### src/grid_region_size_flood_fill_top_defines.svh
// assertion macros shared by the flood fill rtl
// no dependencies; included by the files that carry assertions
`ifndef GRID_REGION_SIZE_FLOOD_FILL_TOP_DEFINES_SVH
`define GRID_REGION_SIZE_FLOOD_FILL_TOP_DEFINES_SVH
`ifndef SYNTHESIS
// checked property, switched off while reset is high
`define GSFF_ASSERT(lbl, clk, rst, prop, msg) \
   lbl: assert property (@(posedge clk) disable iff (rst) prop) else $error(msg);
// checked property, evaluated on every edge including reset
`define GSFF_ASSERT_ALWAYS(lbl, clk, prop, msg) \
   lbl: assert property (@(posedge clk) prop) else $error(msg);
`else
`define GSFF_ASSERT(lbl, clk, rst, prop, msg)
`define GSFF_ASSERT_ALWAYS(lbl, clk, prop, msg)
`endif
`endif

### src/gsff_pkg.sv
// types and constants of the region size flood fill block
// no dependencies; used by the controller, the datapath and the top level
package gsff_pkg;

   localparam int COORD_W = 6;
   localparam int CSR_W   = 7;
   localparam int COUNT_W = 13;

   localparam logic [CSR_W-1:0]   SIDE_RESET = 7'd64;
   localparam logic [COUNT_W-1:0] COUNT_MAX  = 13'h1fff;

   localparam logic FUNC_WRITE = 1'b0;
   localparam logic FUNC_QUERY = 1'b1;

   // cell word: bit 1 marked, bit 0 visited
   localparam logic [1:0] CELL_EMPTY = 2'b00;
   localparam logic [1:0] CELL_FRESH = 2'b10;
   localparam logic [1:0] CELL_SEEN  = 2'b11;

   typedef enum logic [2:0] {
      ST_CLEAR,
      ST_IDLE,
      ST_START,
      ST_POP,
      ST_NBR,
      ST_TAIL,
      ST_DONE_ZERO,
      ST_DONE_CNT
   } state_type;

   typedef enum logic [1:0] {
      DIR_XP,
      DIR_YP,
      DIR_XM,
      DIR_YM
   } dir_type;

   typedef struct packed {
      logic    clr_step;
      logic    cell_wr;
      logic    start_rd;
      logic    start_take;
      logic    pop;
      logic    nb_issue;
      logic    nb_eval;
      dir_type dir;
      logic    out_load;
      logic    out_zero;
   } cmd_type;

   typedef struct packed {
      logic clr_last;
      logic start_in;
      logic start_hit;
      logic stack_empty;
      logic out_free;
   } sts_type;

endpackage

### src/gsff_ctrl.sv
// controller state machine of the flood fill block
// depends on gsff_pkg and the assertion macro header
`include "grid_region_size_flood_fill_top_defines.svh"

module gsff_ctrl (
   input  logic             clock,
   input  logic             reset,
   input  logic             req_valid,
   input  logic             req_func,
   output logic             req_stall,
   input  gsff_pkg::sts_type sts,
   output gsff_pkg::cmd_type cmd
);

   gsff_pkg::state_type state_ff, state_in;
   gsff_pkg::dir_type   dir_ff, dir_in;

   always_ff @(posedge clock) begin
      if (reset) begin
         state_ff <= gsff_pkg::ST_CLEAR;
         dir_ff   <= gsff_pkg::DIR_XP;
      end else begin
         state_ff <= state_in;
         dir_ff   <= dir_in;
      end
   end

   // next state
   always_comb begin
      state_in = state_ff;
      dir_in   = dir_ff;
      case (state_ff)
         gsff_pkg::ST_CLEAR: begin
            if (sts.clr_last) state_in = gsff_pkg::ST_IDLE;
         end
         gsff_pkg::ST_IDLE: begin
            if (req_valid) begin
               if (req_func == gsff_pkg::FUNC_QUERY && sts.start_in)
                  state_in = gsff_pkg::ST_START;
               else
                  state_in = gsff_pkg::ST_DONE_ZERO;
            end
         end
         gsff_pkg::ST_START: begin
            state_in = sts.start_hit ? gsff_pkg::ST_POP : gsff_pkg::ST_DONE_ZERO;
         end
         gsff_pkg::ST_POP: begin
            if (sts.stack_empty) begin
               state_in = gsff_pkg::ST_DONE_CNT;
            end else begin
               state_in = gsff_pkg::ST_NBR;
               dir_in   = gsff_pkg::DIR_XP;
            end
         end
         gsff_pkg::ST_NBR: begin
            if (dir_ff == gsff_pkg::DIR_YM) state_in = gsff_pkg::ST_TAIL;
            else dir_in = gsff_pkg::dir_type'(2'(dir_ff + 2'd1));
         end
         gsff_pkg::ST_TAIL: begin
            state_in = gsff_pkg::ST_POP;
         end
         gsff_pkg::ST_DONE_ZERO, gsff_pkg::ST_DONE_CNT: begin
            if (sts.out_free) state_in = gsff_pkg::ST_IDLE;
         end
         default: begin
            state_in = gsff_pkg::ST_CLEAR;
         end
      endcase
   end

   // commands
   always_comb begin
      cmd       = '0;
      cmd.dir   = dir_ff;
      req_stall = 1'b1;
      case (state_ff)
         gsff_pkg::ST_CLEAR: begin
            cmd.clr_step = 1'b1;
         end
         gsff_pkg::ST_IDLE: begin
            req_stall = 1'b0;
            if (req_valid) begin
               if (req_func == gsff_pkg::FUNC_WRITE) cmd.cell_wr = 1'b1;
               else if (sts.start_in) cmd.start_rd = 1'b1;
            end
         end
         gsff_pkg::ST_START: begin
            cmd.start_take = sts.start_hit;
         end
         gsff_pkg::ST_POP: begin
            cmd.pop = !sts.stack_empty;
         end
         gsff_pkg::ST_NBR: begin
            cmd.nb_issue = 1'b1;
            cmd.nb_eval  = 1'b1;
         end
         gsff_pkg::ST_TAIL: begin
            cmd.nb_eval = 1'b1;
         end
         gsff_pkg::ST_DONE_ZERO: begin
            cmd.out_load = sts.out_free;
            cmd.out_zero = 1'b1;
         end
         gsff_pkg::ST_DONE_CNT: begin
            cmd.out_load = sts.out_free;
         end
         default: begin
            cmd = '0;
         end
      endcase
   end

   `GSFF_ASSERT_ALWAYS(a_reset_clears, clock, reset |=> state_ff == gsff_pkg::ST_CLEAR, "reset must restart the clearing pass")
   `GSFF_ASSERT(a_accept_leaves_idle, clock, reset, (state_ff == gsff_pkg::ST_IDLE) && req_valid |=> state_ff != gsff_pkg::ST_IDLE, "accepted beat left controller idle")
   `GSFF_ASSERT(a_tail_after_last_dir, clock, reset, state_ff == gsff_pkg::ST_TAIL |-> $past(state_ff) == gsff_pkg::ST_NBR && $past(dir_ff) == gsff_pkg::DIR_YM, "tail reached before all four neighbors")

endmodule

### config.mk
export PLATFORM = sky130hd
export DESIGN_NAME = gsff_ctrl
export DESIGN_NICKNAME = d
export VERILOG_FILES = /design/src/gsff_pkg.sv /design/src/gsff_ctrl.sv
export VERILOG_INCLUDE_DIRS = /design/src /design/src/src
export SDC_FILE = /design/constraint.sdc
export NUM_CORES = 1
export LEC_CHECK = 0
export ABC_AREA = 1
export BUFFER_PORTS_ARGS = -buffer_cell sky130_fd_sc_hd__buf_4
export CAP_MARGIN = 20
export CELL_PAD_IN_SITES_DETAIL_PLACEMENT = 1
export CELL_PAD_IN_SITES_GLOBAL_PLACEMENT = 1
export CORE_MARGIN = 2
export CORE_UTILIZATION = 28
export CTS_CLUSTER_DIAMETER = 100
export DETAILED_ROUTE_END_ITERATION = 7
export PLACE_DENSITY = 0.75
export SETUP_SLACK_MARGIN = 0.5
export SLEW_MARGIN = 20
export SYNTH_ARGS = -nofsm -noshare
export SYNTH_HDL_FRONTEND = slang
export SYNTH_SLANG_ARGS = --single-unit
### constraint.sdc
create_clock -name clock -period 1.75 [get_ports clock]
set_clock_uncertainty 0.15 [all_clocks]
set_input_delay 0.2625 -clock clock [delete_from_list [all_inputs] [get_ports clock]]
set_output_delay 0.2625 -clock clock [all_outputs]
set_load 0.02 [all_outputs]
* Word-level counts from Yosys, hierarchy flattened *
Index checks and enable logic that the tools add are counted.
W data, S select, Z words.

word-level totals
  memory bits (writable) = 0
  bits of input ports = 9
  output and inout bits = 12
  register bits = 5
  logic and storage cells = 49
  memory bits (read-only) = 0
  memories = 0
  latch bits = 0

operators by class
  mux-type cells = 24
  shift-type cells = 0
  eq/ne operators = 14
  reduce and logical (&&, ||, !) cells = 8
  $lt $le $gt $ge = 0
  bitwise operators = 0
  div/mod/pow operators = 0
  add/sub/neg operators = 1
  $mul = 0

operators with widths
  cell                   number
  $pmux W3 S7            1
  $mux W3                6
  $eq A3 B3 Y1 const B   4
  $mux W1                11
  $mux W2                5
  $ne A2 B2 Y1 const B   5
  $eq A3 B2 Y1 const B   2
  $pmux W2 S2            1
  $reduce_and A4 Y1      1
  $reduce_or A2 Y1       2
  $eq A3 B1 Y1 const B   1
  $logic_not A3 Y1       1
  $reduce_and A3 Y1      1
  $add A2 B1 Y2 const B  1
  $eq A2 B2 Y1 const B   1
  $ne A2 B1 Y1 const B   1
  $reduce_bool A2 Y1     1
  $logic_and A1 B1 Y1    1
  $logic_not A1 Y1       1

* Longest topological paths before layout *
Gate-level depths: netlist (run 1).

  word-level depth = 4
  mapped depth = 8
  gate-level depth less buffers = 8

* Worst setup path after synthesis (run 1) *
OpenSTA, ideal clock, no wires.

  path type = reg2out
  from = register state_ff[0]
  to = output cmd[8] (netlist name)
  cell stages (with the launch flop) = 5
  slack = 115 ps
  arrival = 1222 ps
  cell sequence = dfxtp_1 inv_2 nor2_4 nand2_2 nor3_1

RTL lines
  element                 RTL line         text
  start, declared         gsff_ctrl.sv:15  gsff_pkg::state_type state_ff, state_in;
  start signal, assigned  gsff_ctrl.sv:20  state_ff <= gsff_pkg::ST_CLEAR;
  start signal, assigned  gsff_ctrl.sv:23  state_ff <= state_in;
  end, declared           gsff_ctrl.sv:12  output gsff_pkg::cmd_type cmd

==> flow_summary.json, run 1 <==
{
  "p_leak_nw": 0.461,
  "rsz0062_at_grt": "yes",
  "cellPowerDensity_mw_per_mm2": 1280,
  "drt-initial-drc-count": 2,
  "setup_viol": 0,
  "avgSynthCellArea_sq_um": 6.12,
  "critPathKind": "register to output pin",
  "status": "completed",
  "relSlewSlack_pct": 85.2,
  "dieWidth_microns": 43.7,
  "hpwl_microns": 1140,
  "antenna_found_initial": 0,
  "ys_seq_area_share_pct": 22.7,
  "synth-edff-count": 0,
  "synth_cell_types": 18,
  "fmaxAchievable_mhz": 626,
  "initial_core_util_pct": 29.6,
  "clockRootBuffer": "clkbuf_4",
  "final_core_util_pct": 59.9,
  "post-route-drc-count": 0,
  "ant_nets": 0,
  "num_vias": 614,
  "peakVddDrop_v": 0.000817,
  "cts.sinks": 5,
  "cp.arrival_ps": 1180,
  "area_delta_synth_final_pct": 103,
  "overflow": 0,
  "clock_latency_ps": 240,
  "synth_area_sq_um": 440,
  "boundaryPins": 21,
  "grt_pass1_wl_microns": 2810,
  "layout.nets": 123,
  "fin_tns_setup_ps": 0,
  "viasPerCell": 4.87,
  "synthTopCellsByArea": "dfxtp_1, nand2_1, inv_1",
  "cp-start-kind": "register",
  "h-tree-depth": 1,
  "fp.coreArea_sq_mm": 0.00149,
  "hold_viol": 0,
  "synth_common_cells": "nand2_1, inv_1, nand3_1, nor2_1, dfxtp_1",
  "slew_violations": 0,
  "yosys_warnings": 0,
  "grt_max_degree": 9,
  "drv_cap": 0,
  "yosysMostFrequentCell": "nand2_1",
  "routedWlPerCell_microns": 15.0,
  "required_ps": 1340,
  "die_h_microns": 43.7,
  "async_reset_ff_share_pct": 0,
  "min_period_over_period_pct": 91.2,
  "wl_microns": 1890,
  "drive_gt1_share_pct": 60.9,
  "synthCells": 72,
  "port_buffers": 20,
  "cts_max_path_buffers": 2,
  "min_path_type": "input pin to register",
  "dr.pass1.iters": 4,
  "place_congestion": 0.734,
  "cts_tree": "built",
  "synth-seq-cells": 5,
  "track_usage_pct": 19.5,
  "cp_max_fo": 6,
  "worst_slew_pin_slew_ps": 221,
  "placed_cell_area_sq_um": 667,
  "grt_pass1_vias": 627,
  "critPathCaptureType": "output pin",
  "stdcell_area_sq_um": 892,
  "synth_top_area_share_pct": 22.7,
  "antenna_cells": 0,
  "yosysTopAreaCell": "dfxtp_1",
  "die_area_sq_mm": 0.00191,
  "synth_fp_nets": 84,
  "ys.flop_type": "dfxtp_1",
  "post-route-min-period_ps": 1600,
  "rows": 14,
  "clk_pin_slew_ps": 50,
  "cts_buffers": 3
}
[registers in the layout (all words and copies together) (netlist names)]
| register | count |
|---|---|
| state_ff | 3 |
| dir_ff | 2 |
[layout make-up]
| class | instances | area, sq um |
|---|---|---|
| sequential | 5 | 119 |
| inverter | 14 | 57.6 |
| clock buffer | 4 | 26.3 |
| timing repair buffer | 34 | 285 |
| tap | 16 | 20.0 |
| multi-input combinational | 53 | 384 |
| fill | 189 | 597 |
[placed cells by master, fill, tap and decap left out, types with 2 or more instances in the layout]
cell      netlist  routed
dfxtp_4         0       5
inv_2           2       2
inv_1          12      10
nand2_1        18      14
clkbuf_4        0       3
buf_6           0       8
nand2_4         0       2
inv_4           0       2
nor2_1          6       5
nor3_2          0       2
nand3_1         6       5
a21oi_1         2       2
nand2_2         2       4
buf_4           0      26
nor3_4          0       2
nor2_4          2       4
o21ai_1         1       2
[worst paths after layout]
check | start | end | slack, ps | cells past startpoint
worst min-delay path | reset | state_ff[2] | 30 | 2
worst min register to register | state_ff[1] | state_ff[1] | 390 | 2
worst max-delay path | state_ff[1] | cmd[5] | 150 | 4
worst max register to register | state_ff[1] | state_ff[2] | 230 | 7
[stage by stage]
stage	instances	hold WS (ps)	power, mW	worst slack (ps)
2_1_floorplan	72	168	0.559	406
3_3_place_gp	108	286	0.727	342
3_5_place_dp	108	287	0.732	338
4_1_cts	119	32.5	0.998	180
5_1_grt	126	31.5	1.23	93.2
6_report	126	34.7	1.14	154
[report_power, final]
part / internal [mW] / switching (mW)
logic: 0.358 / 0.433
clock network: 0.0862 / 0.0462
registers: 0.156 / 0.0661
[worst max-delay path, stage by stage, from the launching register on]
cell and delay, ps:
dfxtp_4 380, nor2_2 220, nand2_2 120, inv_1 90, buf_4 140
[logic make-up (layout without fill, tap and decap cells)]
logic type	Yosys count	in the layout	synth area share (%)
simple gates	41	41	44.3
flops	5	5	22.7
buf+inv	14	52	11.9
fa+ha+maj	3	3	8.52
compound gates	9	9	12.5
[per-layer routing]
metal  track usage [%]  share of wire, %  up-vias
met5                 0                 0        -
met4              1.82               1.8        0
met3              2.92               2.3        4
met2              35.0                54       17
met1              25.4                42      290
li1                  -                 -      303
[what timing repair did]
item,in CTS,in global routing
resized for setup,14,13
hold buffers,0,0
endpoints found under the setup margin,15,15
pin swaps,7,6
setup buffers,7,7
No activity file was read; power rests on OpenSTA's default activity.
==> run 2, diff against run 1 <==
Settings changed: BUFFER_PORTS_ARGS -buffer_cell sky130_fd_sc_hd__buf_4 to -buffer_cell sky130_fd_sc_hd__buf_2.
==> run 2 against run 1 <==
  * Critical path type unchanged
  * Wire length is 13% lower
  * Largest power group unchanged
  * Setup slack better by 44 ps
  * Critical path depth is 1 higher
  * Die area stayed put
  * Global-route usage is 1.8 points lower
  * Sequential share of layout area is 1.9 points higher
  * Hold slack better by 39 ps
==> flow_summary.json, run 2 (synthesized netlist as in run 1, its figures left out) <==
{
  "largest_reg_flops": 3,
  "cts_max_path_buffers": 2,
  "drv_cap": 0,
  "antenna_found_initial": 0,
  "slew_violations": 0,
  "clock_latency_ps": 240,
  "routedWlPerCell_microns": 14.0,
  "antenna_cells": 0,
  "final_common_cell": "nand2_1",
  "h-tree-depth": 1,
  "regArea_sq_um": 119,
  "clockRootBuffer": "clkbuf_4",
  "grt_pass1_wl_microns": 2440,
  "critPathCaptureType": "output pin",
  "worst_slew_pin_slew_ps": 244,
  "rsz0062_at_grt": "yes",
  "dr.pass1.iters": 4,
  "clk_pin_slew_ps": 50,
  "layout.nets": 115,
  "dieWidth_microns": 43.7,
  "overflow": 0,
  "cts.sinks": 5,
  "stdcell_area_sq_um": 781,
  "final_core_util_pct": 52.4,
  "critPathKind": "register to output pin",
  "crit_path_start": "state_ff[0]",
  "layoutNonFillerInstCount": 118,
  "die_area_sq_mm": 0.00191,
  "cp_max_fo": 4,
  "die_h_microns": 43.7,
  "hpwl_microns": 1040,
  "area_delta_synth_final_pct": 77.3,
  "cp-start-kind": "register",
  "hold_buffers": 0,
  "min-delay-start": "reset",
  "placed_cells": 108,
  "post-route-min-period_ps": 1550,
  "required_ps": 1340,
  "hold_viol": 0,
  "multi_input_area_sq_um": 374,
  "reg.largest.list": "state_ff (3), dir_ff (2)",
  "fmaxAchievable_mhz": 644,
  "worstHoldPathCells": 2,
  "fillers": 199,
  "fp.coreArea_sq_mm": 0.00149,
  "drt-initial-drc-count": 11,
  "fin_tns_setup_ps": 0,
  "cellPowerDensity_mw_per_mm2": 1330,
  "place_congestion": 0.775,
  "relSlewSlack_pct": 83.8,
  "rows": 14,
  "p_leak_nw": 0.398,
  "grt_max_degree": 9,
  "worstRegToRegCells": 9,
  "r2r_start": "state_ff[1]",
  "initial_core_util_pct": 29.6,
  "cts_buffers": 3,
  "cts_tree": "built",
  "min_path_type": "input pin to register",
  "cp.arrival_ps": 1140,
  "ant_nets": 0,
  "grt_pass1_vias": 541,
  "drive_gt1_share_pct": 55.9,
  "power_mw": 1.04,
  "status": "completed",
  "wl_microns": 1650,
  "placed_cell_area_sq_um": 617,
  "track_usage_pct": 17.7,
  "regMostFlops": "state_ff",
  "boundaryPins": 21,
  "post-route-drc-count": 0,
  "num_vias": 566,
  "setup_viol": 0,
  "viasPerCell": 4.80,
  "peakVddDrop_v": 0.000645,
  "min_period_over_period_pct": 88.7,
  "final_cell_mix": "nand2_1, buf_2, inv_1",
  "port_buffers": 20
}
==> run 2: final timing paths <==
| check | endpoint | slack (ps) |
|---|---|---|
| setup / recovery | cmd[9] | 200 |
| hold / removal | state_ff[2] | 70 |
| setup reg to reg | state_ff[0] | 200 |
| hold reg to reg | dir_ff[0] | 370 |
==> run 2: worst max-delay path: stages, from the launching register on <==
cell     delay, ps
dfxtp_4        380
inv_4           50
nor2_4         110
nand2_4         90
nor3_4         120
buf_6          140
==> run 2: timing repair <==
item / 4_1_cts / 5_1_grt
endpoints found under the setup margin: 15 / 15
endpoints found under the hold margin: 0 / 0
gates resized for setup: 17 / 11
buffers inserted: 4 / 2
pin swaps: 3 / 1
==> run 2: area by class of cell <==
class | count | share of cell area, %
Timing Repair Buffer | 26 | 23.2
Multi-Input combinational cell | 53 | 47.9
Inverter | 14 | 7.69
Clock buffer | 4 | 3.37
Tap cell | 16 | 2.56
Sequential cell | 5 | 15.2
==> run 2: stage by stage <==
step / hold WS [ps] / worst slack (ps)
CTS: 52.3 / 205
floorplan: 168 / 406
global placement: 305 / 332
finish: 73.8 / 198
global route: 60.8 / 128
detailed placement: 313 / 329
==> run 2: per-layer routing <==
metal  part of all wire, %  GRT usage [%]  routed length [microns]
met5                     0              0                        0
met4                     0           5.45                        0
met3                   3.1           5.00                       52
met2                    53           29.4                      881
met1                    43           22.2                      717
==> run 2: where the power goes <==
part           internal (mW)  switching (mW)  total, mW
combinational          0.281           0.399      0.680
clock                 0.0864          0.0510      0.137
sequential             0.156          0.0631      0.219
total                  0.523           0.513       1.04
==> run 3, diff against run 2 <==
Settings changed: CORE_UTILIZATION 28 to 30, CTS_BUF_LIST from default to sky130_fd_sc_hd__clkbuf_4, PLACE_DENSITY 0.75 to 0.79, SKIP_CTS_REPAIR_TIMING from default to 1.
==> run 3 against run 2 <==
  * Non-clock buffer count unchanged
  * Hold slack lost 19 ps
  * Sequential share of layout area decreased by 0.68 points
  * Register-to-register slack better by 120 ps
  * Final cell count decreased by 0.85%
  * Die area decreased by 6.1%
  * Power up 2.9%
  * Sequential cell count unchanged
  * Sequential power barely moved
  * Critical path type unchanged
  * Via count increased by 1.4%
  * Maximum frequency decreased by 2.4%
  * Critical path depth is the same
  * Highest routed layer unchanged
  * Critical endpoint unchanged
  * Largest power group unchanged
==> flow_summary.json, run 3 (synthesized netlist as in run 1, its figures left out) <==
{
  "status": "completed",
  "routedWlPerCell_microns": 14.3,
  "dieWidth_microns": 42.3,
  "grt_max_degree": 9,
  "clk_pin_slew_ps": 40,
  "antenna_found_initial": 0,
  "clock_latency_ps": 250,
  "drive_gt1_share_pct": 60.8,
  "largest_reg_flops": 3,
  "cts_tree": "built",
  "hpwl_microns": 1040,
  "place_ws_ps": 318,
  "cp-start-kind": "register",
  "fin_tns_setup_ps": 0,
  "clockRootBuffer": "clkbuf_4",
  "place_congestion": 0.781,
  "min_period_over_period_pct": 90.9,
  "critPathKind": "register to output pin",
  "drt-initial-drc-count": 9,
  "final_core_util_pct": 61.3,
  "h-tree-depth": 1,
  "antenna_cells": 0,
  "cts.sinks": 5,
  "worst_slew_pin_slew_ps": 239,
  "cp.arrival_ps": 1180,
  "fp.coreArea_sq_mm": 0.00133,
  "post-route-drc-count": 0,
  "viasPerCell": 4.91,
  "area_delta_synth_final_pct": 85.5,
  "final_cell_mix": "buf_2, nand2_1, inv_1",
  "required_ps": 1340,
  "reg.largest.list": "state_ff (3), dir_ff (2)",
  "wl_microns": 1670,
  "hold_viol": 0,
  "initial_core_util_pct": 33.0,
  "post-route-min-period_ps": 1590,
  "cts_max_path_buffers": 2,
  "track_usage_pct": 15.3,
  "num_vias": 574,
  "grt_pass1_wl_microns": 2100,
  "ant_nets": 0,
  "setup_ws_ps": 159,
  "regMostFlops": "state_ff",
  "rows": 13,
  "setup_viol": 0,
  "dr.pass1.iters": 3,
  "relSlewSlack_pct": 83.9,
  "peakVddDrop_v": 0.000816,
  "min_path_type": "input pin to register",
  "die_h_microns": 42.3,
  "boundaryPins": 21,
  "grt_pass1_vias": 496,
  "fmaxAchievable_mhz": 629,
  "p_leak_nw": 0.421,
  "die_area_sq_mm": 0.00179,
  "port_buffers": 20,
  "final_common_cell": "buf_2",
  "cts_buffers": 3,
  "critPathCaptureType": "output pin",
  "rsz0062_at_grt": "yes",
  "cp_max_fo": 5,
  "fillers": 182,
  "overflow": 0,
  "placed_cells": 107,
  "slew_violations": 0,
  "cellPowerDensity_mw_per_mm2": 1310,
  "layoutNonFillerInstCount": 117,
  "layout.nets": 115,
  "drv_cap": 0
}
==> run 3: power by group <==
| group | internal [mW] | switching (mW) | leakage, nW |
|---|---|---|---|
| clock network | 0.102 | 0.0484 | 0.0184 |
| registers | 0.156 | 0.0640 | 0.0444 |
| logic | 0.286 | 0.410 | 0.358 |
==> run 3: worst paths after layout <==
kind / start / endpoint / slack [ps] / cells after the start
setup / recovery: state_ff[0] / cmd[9] / 160 / 5
hold reg to reg: dir_ff[1] / dir_ff[1] / 410 / 2
hold / removal: reset / state_ff[1] / 50 / 2
setup reg to reg: state_ff[1] / dir_ff[0] / 320 / 7
==> run 3: through the flow <==
step | hold slack (ps) | power [mW] | cell area, sq um
finish | 54.7 | 1.07 | 817
global placement | 303 | 0.687 | 616
floorplan | 168 | 0.559 | 497
global route | 54.2 | 1.14 | 817
CTS | 54.8 | 0.844 | 646
detailed placement | 303 | 0.693 | 616
==> run 3: critical path, cell delays in order (launching register included) <==
cell and delay (ps):
dfxtp_4 380, inv_4 50, nor2_4 140, nand2_4 100, nor3_4 120, buf_6 140
==> run 3: area by class of cell <==
| type | count | area [sq um] | share of cell area [%] |
|---|---|---|---|
| multi-input combinational | 53 | 412 | 50.4 |
| inverter | 14 | 60.1 | 7.35 |
| sequential | 5 | 119 | 14.5 |
| clock buffer | 4 | 30.0 | 3.68 |
| timing repair buffer | 26 | 178 | 21.7 |
| tap | 15 | 18.8 | 2.30 |
==> run 3: per-layer routing <==
| layer | GRT usage (%) | up-vias | wire (microns) |
|---|---|---|---|
| li1 | - | 290 | - |
| met1 | 21.8 | 272 | 740 |
| met2 | 21.8 | 12 | 858 |
| met3 | 5.17 | 0 | 69 |
| met4 | 3.75 | 0 | 0 |
| met5 | 0 | - | 0 |
